File: src/hw/rtl/srfl_pkg.sv
package srfl_pkg;

  // Limiter selection held in the configuration register
  typedef enum logic {
    LIM_MINBEE   = 1'b0,
    LIM_VAN_LEER = 1'b1
  } lim_sel_t;

endpackage

File: src/hw/rtl/srfl_front.sv
module srfl_front #(
  parameter int VW = 32
) (
  input  logic                  clk,
  input  logic                  rst_n,
  input  srfl_pkg::lim_sel_t    lim_sel,
  input  logic                  up_valid,
  output logic                  up_take,
  input  logic signed [VW-1:0]  left_value,
  input  logic signed [VW-1:0]  centre_value,
  input  logic signed [VW-1:0]  right_value,
  input  logic                  down_take,
  output logic                  dn_valid,
  output logic [VW+1:0]         dn_num,
  output logic [VW+1:0]         dn_den
);
  import srfl_pkg::*;

  localparam int DW = VW + 2;

  logic [2:0] v_r, v_nxt;
  logic [2:0] take;

  // Stage A: upstream and downstream differences
  logic signed [VW:0] a_r, b_r;
  // Stage B: magnitudes and sign / zero flags
  logic [VW:0] ua_r, ub_r;
  logic        sa_r, sb_r, za_r, zb_r;
  // Stage C: divider operands
  logic [DW-1:0] num_r, num_nxt, den_r, den_nxt;

  logic [DW-1:0] ua_ext, ub_ext, sum;
  logic          a_le_b, positive;

  // Collapse bubbles: a stage loads when empty or when it drains downstream
  assign take[2] = !v_r[2] || down_take;
  assign take[1] = !v_r[1] || take[2];
  assign take[0] = !v_r[0] || take[1];
  assign up_take = take[0];

  always_comb begin
    v_nxt[0] = take[0] ? up_valid : v_r[0];
    v_nxt[1] = take[1] ? v_r[0]   : v_r[1];
    v_nxt[2] = take[2] ? v_r[1]   : v_r[2];
  end

  always_ff @(posedge clk) begin
    if (!rst_n) begin
      v_r <= '0;
    end else begin
      v_r <= v_nxt;
    end
  end

  always_ff @(posedge clk) begin
    if (take[0]) begin
      a_r <= {centre_value[VW-1], centre_value} - {left_value[VW-1], left_value};
      b_r <= {right_value[VW-1], right_value} - {centre_value[VW-1], centre_value};
    end
  end

  always_ff @(posedge clk) begin
    if (take[1]) begin
      ua_r <= a_r[VW] ? (VW+1)'(-a_r) : a_r;
      ub_r <= b_r[VW] ? (VW+1)'(-b_r) : b_r;
      sa_r <= a_r[VW];
      sb_r <= b_r[VW];
      za_r <= (a_r == '0);
      zb_r <= (b_r == '0);
    end
  end

  assign ua_ext   = {1'b0, ua_r};
  assign ub_ext   = {1'b0, ub_r};
  assign sum      = ua_ext + ub_ext;
  assign a_le_b   = (ua_r <= ub_r);
  assign positive = !za_r && !zb_r && (sa_r == sb_r);

  // A non-positive ratio divides zero by one, which yields zero
  always_comb begin
    num_nxt = '0;
    den_nxt = DW'(1);
    if (positive) begin
      if (lim_sel == LIM_MINBEE && a_le_b) begin
        num_nxt = ua_ext;
        den_nxt = ub_ext;
      end else begin
        num_nxt = a_le_b ? {ua_r, 1'b0} : {ub_r, 1'b0};
        den_nxt = sum;
      end
    end
  end

  always_ff @(posedge clk) begin
    if (take[2]) begin
      num_r <= num_nxt;
      den_r <= den_nxt;
    end
  end

  assign dn_valid = v_r[2];
  assign dn_num   = num_r;
  assign dn_den   = den_r;

endmodule

File: src/hw/rtl/srfl_div_cell.sv
module srfl_div_cell #(
  parameter int RW    = 34,
  parameter int QW    = 17,
  parameter bit SHIFT = 1'b1
) (
  input  logic          clk,
  input  logic          rst_n,
  input  logic          up_valid,
  output logic          up_take,
  input  logic [RW-1:0] up_rem,
  input  logic [RW-1:0] up_den,
  input  logic [QW-1:0] up_quo,
  input  logic          down_take,
  output logic          dn_valid,
  output logic [RW-1:0] dn_rem,
  output logic [RW-1:0] dn_den,
  output logic [QW-1:0] dn_quo
);

  logic          v_r;
  logic [RW-1:0] rem_r, rem_nxt, den_r;
  logic [QW-1:0] quo_r, quo_nxt;
  logic [RW:0]   trial, diff;
  logic          ge;

  // One restoring step: shift in a zero (unless SHIFT is clear), subtract when the divisor fits
  generate
    if (SHIFT) begin : g_shift
      assign trial = {up_rem, 1'b0};
    end else begin : g_noshift
      assign trial = {1'b0, up_rem};
    end
  endgenerate

  assign diff    = trial - {1'b0, up_den};
  assign ge      = (trial >= {1'b0, up_den});
  assign rem_nxt = ge ? diff[RW-1:0] : trial[RW-1:0];
  assign quo_nxt = {up_quo[QW-2:0], ge};

  assign up_take = !v_r || down_take;

  always_ff @(posedge clk) begin
    if (!rst_n) begin
      v_r <= 1'b0;
    end else if (up_take) begin
      v_r <= up_valid;
    end
  end

  always_ff @(posedge clk) begin
    if (up_take) begin
      rem_r <= rem_nxt;
      den_r <= up_den;
      quo_r <= quo_nxt;
    end
  end

  assign dn_valid = v_r;
  assign dn_rem   = rem_r;
  assign dn_den   = den_r;
  assign dn_quo   = quo_r;

endmodule

File: src/hw/rtl/slope_ratio_flux_limiter.sv
// Pipeline: three operand stages, then one divider cell per quotient bit,
//   FRAC_BITS+4 register stages in all.
// Throughput: one transaction per cycle while out_ready is high; each divider
//   cell resolves one bit.
// Reset (rst_n low, synchronous): every stage is emptied and the limiter
//   select returns to minbee. No clearing pass is needed.
module slope_ratio_flux_limiter #(
  parameter int VALUE_WIDTH = 32,
  parameter int FRAC_BITS   = 16
) (
  input  logic                          clk,
  input  logic                          rst_n,
  // configuration
  input  logic                          cfg_wr_en,
  input  logic                          cfg_wr_data,
  // input channel
  input  logic                          in_valid,
  output logic                          in_ready,
  input  logic signed [VALUE_WIDTH-1:0] in_left_value,
  input  logic signed [VALUE_WIDTH-1:0] in_centre_value,
  input  logic signed [VALUE_WIDTH-1:0] in_right_value,
  // result channel
  output logic                          out_valid,
  input  logic                          out_ready,
  output logic [FRAC_BITS:0]            out_limiter_value
);
  import srfl_pkg::*;

  // Divider operands: magnitudes grow by one bit, their sum by one more
  localparam int DW = VALUE_WIDTH + 2;
  // Quotient lies in 0 .. 1.0 in Q1.FRAC_BITS
  localparam int QW = FRAC_BITS + 1;
  // One cell per quotient bit, the first without the shift
  localparam int NC = QW;

  lim_sel_t lim_sel_r;

  // Write the limiter select; the data is a single bit
  always_ff @(posedge clk) begin
    if (!rst_n) begin
      lim_sel_r <= LIM_MINBEE;
    end else if (cfg_wr_en) begin
      lim_sel_r <= lim_sel_t'(cfg_wr_data);
    end
  end

  // Links along the chain; index k feeds cell k, index NC is the output
  logic          c_valid [0:NC];
  logic          c_take  [0:NC];
  logic [DW-1:0] c_rem   [0:NC];
  logic [DW-1:0] c_den   [0:NC];
  logic [QW-1:0] c_quo   [0:NC];

  // Form differences, magnitudes and the numerator / denominator pair.
  // Minbee uses a/b below one and 2b/(a+b) above; van Leer uses
  // 2*min(a,b)/(a+b). Both keep numerator <= denominator, so the quotient
  // never exceeds 1.0.
  srfl_front #(
    .VW (VALUE_WIDTH)
  ) u_front (
    .clk          (clk),
    .rst_n        (rst_n),
    .lim_sel      (lim_sel_r),
    .up_valid     (in_valid),
    .up_take      (in_ready),
    .left_value   (in_left_value),
    .centre_value (in_centre_value),
    .right_value  (in_right_value),
    .down_take    (c_take[0]),
    .dn_valid     (c_valid[0]),
    .dn_num       (c_rem[0]),
    .dn_den       (c_den[0])
  );

  assign c_quo[0] = '0;

  // Restoring division, one quotient bit per cell, most significant first.
  // Each cell holds one transaction and hands it on whenever the next
  // cell can take it, so bubbles close up behind a stalled result.
  genvar k;
  generate
    for (k = 0; k < NC; k++) begin : g_cell
      srfl_div_cell #(
        .RW    (DW),
        .QW    (QW),
        .SHIFT (k != 0)
      ) u_cell (
        .clk       (clk),
        .rst_n     (rst_n),
        .up_valid  (c_valid[k]),
        .up_take   (c_take[k]),
        .up_rem    (c_rem[k]),
        .up_den    (c_den[k]),
        .up_quo    (c_quo[k]),
        .down_take (c_take[k+1]),
        .dn_valid  (c_valid[k+1]),
        .dn_rem    (c_rem[k+1]),
        .dn_den    (c_den[k+1]),
        .dn_quo    (c_quo[k+1])
      );
    end
  endgenerate

  // The last cell's registers act as the output register
  assign c_take[NC]        = out_ready;
  assign out_valid         = c_valid[NC];
  assign out_limiter_value = c_quo[NC];

  // A ready sink drains every stage, so the input must be open
  a_ready_path : assert property (@(posedge clk) disable iff (!rst_n)
    out_ready |-> in_ready)
    else $error("input stalled while the result side is ready");

  // The limiter never exceeds 1.0
  a_result_range : assert property (@(posedge clk) disable iff (!rst_n)
    out_valid |-> (out_limiter_value <= (QW'(1) << FRAC_BITS)))
    else $error("limiter value above 1.0");

  // Reset empties the chain
  a_reset_empty : assert property (@(posedge clk)
    !rst_n |=> !out_valid)
    else $error("result valid straight after reset");

  // A remainder always stays below its divisor once a bit is resolved
  a_rem_bound : assert property (@(posedge clk) disable iff (!rst_n)
    out_valid |-> (c_rem[NC] < c_den[NC]))
    else $error("divider remainder not below divisor");

endmodule
File: config.mk
export PLATFORM = sky130hd
export DESIGN_NAME = slope_ratio_flux_limiter
export DESIGN_NICKNAME = d
export VERILOG_FILES = /design/src/hw/rtl/srfl_pkg.sv /design/src/hw/rtl/srfl_front.sv /design/src/hw/rtl/srfl_div_cell.sv /design/src/hw/rtl/slope_ratio_flux_limiter.sv
export SDC_FILE = /design/constraint.sdc
export NUM_CORES = 2
export LEC_CHECK = 0
export ABC_AREA = 1
export ABC_CLOCK_PERIOD_IN_PS = 11000
export BUFFER_PORTS_ARGS = -buffer_cell sky130_fd_sc_hd__buf_2
export CORE_ASPECT_RATIO = 0.7
export CORE_MARGIN = 2
export CORE_UTILIZATION = 55
export DETAILED_ROUTE_END_ITERATION = 6
export PLACE_DENSITY = 0.85
export SETUP_SLACK_MARGIN = 0.05
export SYNTH_ARGS = -nofsm -noshare
export SYNTH_HDL_FRONTEND = slang
export SYNTH_SLANG_ARGS = --single-unit
File: constraint.sdc
create_clock -name clk -period 11 [get_ports clk]
set_input_delay 1.1 -clock clk [delete_from_list [all_inputs] [get_ports clk]]
set_output_delay 1.1 -clock clk [all_outputs]
set_load 0.01 [all_outputs]
* Yosys cells after proc, flatten, opt, wreduce, memory -nomap -nowiden
Index checks and enable logic that the tools add are counted.
Storage, ports and cells: register bits 1466, bits of input ports 102, word-level logic and storage cells 210
Cells by class: order comparisons 18, add/subtract/negate cells 21, bitwise operators 2, equal/unequal tests 1, multiplexer cells 21, reduce and logical (&&, ||, !) cells 48
Operators by type and width (count):
- $mux W34 | 17
- $ge A35 B34 Y1 | 16
- $sub A34 B34 Y34 | 16
- $logic_not A33 Y1 | 2
- $mux W33 | 2
- $neg A33 Y33 | 2
- $sub A32 B32 Y33 | 2
- $mux W32 | 2
- $add A33 B33 Y34 | 1
- $ge A34 B34 Y1 | 1
- $le A33 B33 Y1 | 1
- $logic_not A1 Y1 | 22
- $logic_or A1 B1 Y1 | 20
- $logic_and A1 B1 Y1 | 3
- $not A1 Y1 | 2
- $reduce_or A2 Y1 | 1
- $eq A1 B1 Y1 | 1

* Logic depth before layout (Yosys ltp)
depth after elaboration 21, mapped depth 19, gate-level depth less buffers 18

* Cells and area by module
From an unflattened synthesis, not the netlist that was laid out.
Second synthesis, totals: cell total of the unflattened synthesis 14810, area, all modules 113017.1 sq um
Modules (own cells, without submodules):
- srfl_div_cell at g_cell[10].u_cell ... | cells an instance 739, area each 5664.2 sq um, seq. area each 2572.5 sq um, instances 16
- srfl_front | cells an instance 2246, area each 16595.9 sq um, seq. area each 6185.9 sq um, instances 1
- srfl_div_cell at g_cell[0].u_cell | cells an instance 733, area each 5749.3 sq um, seq. area each 2572.5 sq um, instances 1
- slope_ratio_flux_limiter | cells an instance 7, area each 45.0 sq um, seq. area each 20.0 sq um, instances 1

* Worst setup path after synthesis
OpenSTA, ideal clock, no wires.
path type input -> register, start input port out_ready, end register u_front.sa_r (enable), required time 10.089 ns, path slack 0.660 ns, cell stages on the path 10, arrival time 9.429 ns, cells stage by stage inv_1 nand4_2 nor3_2 nand4_2 nor2_4 nand4_4 nor2_4 nand4_4 nor2_4 nand3_1
Between the ends: longest elaborated chain between the ends 19
Ends and longest elaborated chain:
- start: declaration | line slope_ratio_flux_limiter.sv:24 | input logic out_ready,
- $logic_or A1 B1 Y1 (3 in a row) | line srfl_div_cell.sv:40 | assign up_take = !v_r || down_take;
- via g_cell[13].u_cell.down_take | line srfl_div_cell.sv:13 | input logic down_take,
- $logic_or A1 B1 Y1 (5 in a row) | line srfl_div_cell.sv:40
- via g_cell[8].u_cell.down_take | line srfl_div_cell.sv:13
- $logic_or A1 B1 Y1 (4 in a row) | line srfl_div_cell.sv:40
- via g_cell[4].u_cell.down_take | line srfl_div_cell.sv:13
- $logic_or A1 B1 Y1 (4 in a row) | line srfl_div_cell.sv:40
- via g_cell[0].u_cell.down_take | line srfl_div_cell.sv:13
- $logic_or A1 B1 Y1 | line srfl_div_cell.sv:40
- $logic_or A1 B1 Y1 | line srfl_front.sv:36 | assign take[2] = !v_r[2] || down_take;
- $logic_or A1 B1 Y1 | line srfl_front.sv:37 | assign take[1] = !v_r[1] || take[2];
- via u_front.take[1] | line srfl_front.sv:22 | logic [2:0] take;
- end signal: assignment | line srfl_front.sv:66 | sa_r <= a_r[VW];
- end: declaration | line srfl_front.sv:28 | logic sa_r, sb_r, za_r, zb_r;
The timed path passes the listed nets, and every way through them passes these cells. A chain may end at the register's enable or synchronous reset.

* Worst setup path in the final report
start input port out_ready, end output port in_ready
Between the ends: longest elaborated chain between the ends 20
Ends and longest elaborated chain:
- $logic_or A1 B1 Y1 (3 in a row) | line srfl_div_cell.sv:40
- via g_cell[13].u_cell.down_take | line srfl_div_cell.sv:13
- $logic_or A1 B1 Y1 (5 in a row) | line srfl_div_cell.sv:40
- via g_cell[8].u_cell.down_take | line srfl_div_cell.sv:13
- $logic_or A1 B1 Y1 (4 in a row) | line srfl_div_cell.sv:40
- via g_cell[4].u_cell.down_take | line srfl_div_cell.sv:13
- $logic_or A1 B1 Y1 (4 in a row) | line srfl_div_cell.sv:40
- via g_cell[0].u_cell.down_take | line srfl_div_cell.sv:13
- $logic_or A1 B1 Y1 | line srfl_div_cell.sv:40
- $logic_or A1 B1 Y1 | line srfl_front.sv:36
- $logic_or A1 B1 Y1 | line srfl_front.sv:37
- $logic_or A1 B1 Y1 | line srfl_front.sv:38 | assign take[0] = !v_r[0] || take[1];
- end: declaration | line slope_ratio_flux_limiter.sv:18 | output logic in_ready,
The timed path passes the listed nets, and every way through them passes these cells.

==> results.txt <==
----------------------------------------------------
[CTS]
  Resize count post-CTS ... 0
  CTS hold repair buffers ... 0
  Clock Pin Slew Worst Setup and Hold Paths ... ~0.06 ns
  Clk sinks ... ~1,500
  Number of buffers added for setup after CTS ... 0
  Maximum count of clock buffers along a single path ... 3
  Clock root buffer ... sky130_fd_sc_hd__clkbuf_16
  Insertion delay of the later-clocked pin in the worst-skew pair ... between 0.8 and 0.9 ns
  Depth of the CTS H-tree ... 4
  TritonCTS clock tree ... yes
  Number of buffers added by the clock tree synthesis step ... approximately 140

[Logic synthesis]
  Post-synth net total ... around 11,000
  Count of cell types in the netlist ... ~60
  Proportion of register bits with asynchronous set or reset after synthesis ... 0%
  Number of flops mapped to enable cells by yosys ... 1,445
  Area fraction in and, or, nand and nor cells after synthesis ... between 10% and 20%
  Fraction of the mapped netlist area in adder cells ... 10.1%
  Area share of xor/xnor cells in the synthesized design ... under 10%
  Fraction of synthesized area in multiplexers ... 0%
  Netlist Area Pre-Place ... roughly 92,000 um2
  Fraction of post-synthesis cell area in the top cell type by area ... about 47%
  Cell taking the most area after synthesis ... sky130_fd_sc_hd__edfxtp_1
  Combinational family with the most area after synthesis ... simple AND/OR/NAND/NOR gates
  Leading cell types by total area after synthesis ... sky130_fd_sc_hd__edfxtp_1 (47%), sky130_fd_sc_hd__ha_1 (9.7%), sky130_fd_sc_hd__nand2_1 (8.3%)
  Compound-cell area share of the yosys netlist ... roughly 14%
  Count of yosys warnings during synthesis ... 0
  Post-synthesis sequential area ratio ... between 40 and 50%
  Register bit total from synthesis ... approximately 1,500
  Most instantiated flip-flop cell in the synthesis netlist ... sky130_fd_sc_hd__edfxtp_1
  Ranking of synthesized cells by instance count ... sky130_fd_sc_hd__nand2_1 (2,022), sky130_fd_sc_hd__inv_1 (1,515), sky130_fd_sc_hd__edfxtp_1 (1,445)
  Top-count cell post-synth ... sky130_fd_sc_hd__nand2_1
  Cells after Synth ... just over 10,000
  Syn Area/Cell ... about 9.0 um2

[Routing]
  Wire per inst ... approximately 23 um
  Detailed Route WL ... between 200,000 and 300,000 um
  Detailed Routing Iterations Pass 1 ... 7
  Remaining antenna violation count ... 0
  Post-route DRC ... 2
  Via Count ... ~75,000
  Initial DRC count ... 10,300
  Vias per inst ... around 6

[Critical path]
  Startpoint of the most critical setup path ... out_ready
  Register-to-register setup slack ... approximately 5.9 ns
  Largest fanout on the critical path ... 76
  Endpoint arrival time on the critical path ... approximately 5.2 ns
  CP Capture Point ... in_ready
  Critical Path End Type ... primary output
  CP Launch Type ... input port
  Type of the setup path with the least slack ... in -> out
  Required time of the critical path ... 9.90 ns
  Launching point of the worst reg2reg path ... g_cell[16].u_cell.dn_valid
  Number of cell instances on the worst register-to-register path ... 11
  Crit Reg-Reg Endpoint ... u_front.ub_r[18]

[Die]
  Total core area ... 166,000 um2
  DIE AREA ... 170,000 um2
  Width of the die ... approximately 500 um
  Initial Utilization ... a little under three fifths
  I/O pin cnt ... 121
  Number of cell rows ... 125
  Die span in y ... about 350 um

[STA]
  RSZ-0062 raised after global routing ... false
  Slew of the pin with the lowest slew margin ... roughly 1.3 ns
  Setup violators final ... 0
  Final Hold Viols ... 0
  Total negative setup slack ... 0 ns
  Shortest period the worst path allows ... about 6.3 ns
  Max-slew headroom ... 13.9%
  Fin. max-slew vios ... 0
  Top achievable clock speed ... about 160 MHz
  Final clock period utilization by the worst path ... between 50% and 60%
  Max Clock Skew ... between 0.03 and 0.04 ns

[Job]
  Max-cap violations ... 0

[Finish]
  Final non-filler cell total ... roughly 13,000
  Final nets ... around 11,000
  Fill cell count ... around 14,000
  Layout cell share with drive strength beyond 1 ... roughly 4.5%
  Synthesis-to-layout area growth ... 8.52%

[GRT]
  Initial antenna violation count ... 15
  Wire length of the first global-routing pass ... 425,000 um
  Global Route Usage Sum ... roughly a third
  Largest net degree at the start of global routing ... 84
  GRT Residual Overflow ... 0
  Via count of the first global-routing pass ... between 60,000 and 70,000

[Min path]
  Hold Path Class ... reg -> reg

[Status]
  Violated checks ... design-rule violations
  Result of the run ... complete, but fails checks

[Placement]
  Routability cong. ... between 1 and 1.5
  Port Buffers ... between 100 and 150
  Number of placed instances, taps included ... between 10,000 and 15,000
  Estimated wirelength of the detail-placed design ... 228,000 um

----------------------------------------------------
==> layout by cell type (no fill, tap or decap), types with 113 or more instances in the layout <==
master / count
sky130_fd_sc_hd__a21oi_1: 809
sky130_fd_sc_hd__a31oi_1: 131
sky130_fd_sc_hd__buf_2: 120
sky130_fd_sc_hd__clkbuf_16: 146
sky130_fd_sc_hd__edfxtp_1: 1445
sky130_fd_sc_hd__ha_1: 711
sky130_fd_sc_hd__inv_1: 1509
sky130_fd_sc_hd__nand2_1: 2018
sky130_fd_sc_hd__nand3_1: 272
sky130_fd_sc_hd__nor2_1: 877
sky130_fd_sc_hd__o21ai_0: 782
sky130_fd_sc_hd__o21ai_1: 113
sky130_fd_sc_hd__o21bai_1: 113
sky130_fd_sc_hd__xnor2_1: 310
sky130_fd_sc_hd__xor2_1: 281
==> cell families after synthesis <==
kind of cell | count (synthesis)
XOR/XNOR | 591
AND/OR/NAND/NOR | 3483
buffers and inverters | 1686
flip-flops | 1466
AO/OA/AOI/OAI | 2273
adder cells (fa/ha/maj) | 730
==> worst min-delay path by stage <==
stage | from | end | slack [ns] | cells after the start
after detailed placement | g_cell[6].u_cell.dn_quo[2] | g_cell[7].u_cell.dn_quo[3] | 0.40 | 0
final | g_cell[11].u_cell.dn_quo[6] | g_cell[12].u_cell.dn_quo[7] | 0.41 | 0
after floorplan | g_cell[9].u_cell.dn_quo[9] | g_cell[10].u_cell.dn_quo[10] | 0.40 | 0
after global placement | g_cell[0].u_cell.dn_quo[0] | g_cell[1].u_cell.dn_quo[1] | 0.40 | 0
after global routing | g_cell[10].u_cell.dn_quo[7] | g_cell[11].u_cell.dn_quo[8] | 0.42 | 0
after CTS | g_cell[11].u_cell.dn_quo[6] | g_cell[12].u_cell.dn_quo[7] | 0.41 | 0
==> sequential cells by signal (all words and copies together) (netlist names) <==
register / count
g_cell.u_cell.dn_valid: 17
lim_sel_r: 1
u_front.sb_r: 1
u_front.v_r: 3
u_front.ub_r: 33
g_cell.u_cell.dn_quo: 153
g_cell.u_cell.dn_den: 544
u_front.a_r: 33
u_front.b_r: 33
g_cell.u_cell.dn_rem: 544
u_front.ua_r: 33
u_front.sa_r: 1
u_front.zb_r: 1
u_front.za_r: 1
u_front.dn_den: 34
u_front.dn_num: 34
==> routing by layer <==
metal / GRT usage (%) / up-vias / share of wire, %
met1: 54.8 / 35200 / 48
met4: 6.12 / 10 / 1.7
li1: - / 35200 / -
met5: 0 / - / 0.023
met3: 8.79 / 306 / 13
met2: 42.1 / 3823 / 37
==> final cells by class <==
cell class | count | area, um2 | share of cell area [%]
Multi-Input combinational cell | 7077 | 41500 | 41.7
Sequential cell | 1466 | 43800 | 44.0
Clock buffer | 172 | 3830 | 3.84
Tap cell | 2222 | 2780 | 2.79
Antenna cell | 5 | 12.5 | 0.0126
Clock inverter | 92 | 1070 | 1.07
Timing Repair Buffer | 154 | 856 | 0.859
Inverter | 1529 | 5740 | 5.76
==> worst max-delay path, stage by stage <==
cell,delay (ns)
sky130_fd_sc_hd__buf_2,0.10
sky130_fd_sc_hd__inv_1,0.16
sky130_fd_sc_hd__nand4_4,0.41
sky130_fd_sc_hd__nor3_2,0.40
sky130_fd_sc_hd__nand4_4,0.18
sky130_fd_sc_hd__nor2_4,0.26
sky130_fd_sc_hd__nand4_4,0.10
sky130_fd_sc_hd__buf_4,0.38
sky130_fd_sc_hd__nor2_4,0.35
sky130_fd_sc_hd__nand4_4,0.09
sky130_fd_sc_hd__buf_4,0.40
sky130_fd_sc_hd__nor2_4,0.37
sky130_fd_sc_hd__nand4_4,0.48
sky130_fd_sc_hd__buf_2,0.32
==> per-stage QoR <==
stage                     hold WS, ns  utilization (%)  instance area, um2  worst slack, ns
final                           0.415             60.0               99600             4.67
after global routing            0.416             60.0               99600             4.33
after CTS                       0.412             60.0               99600             4.63
after detailed placement        0.405             57.1               94700             4.62
after global placement          0.401             57.1               94700             4.75
after floorplan                 0.400                -               91800            0.660
Power is not shown: default switching activity piles up to over one toggle a cycle in this logic, so the estimate is an artifact.
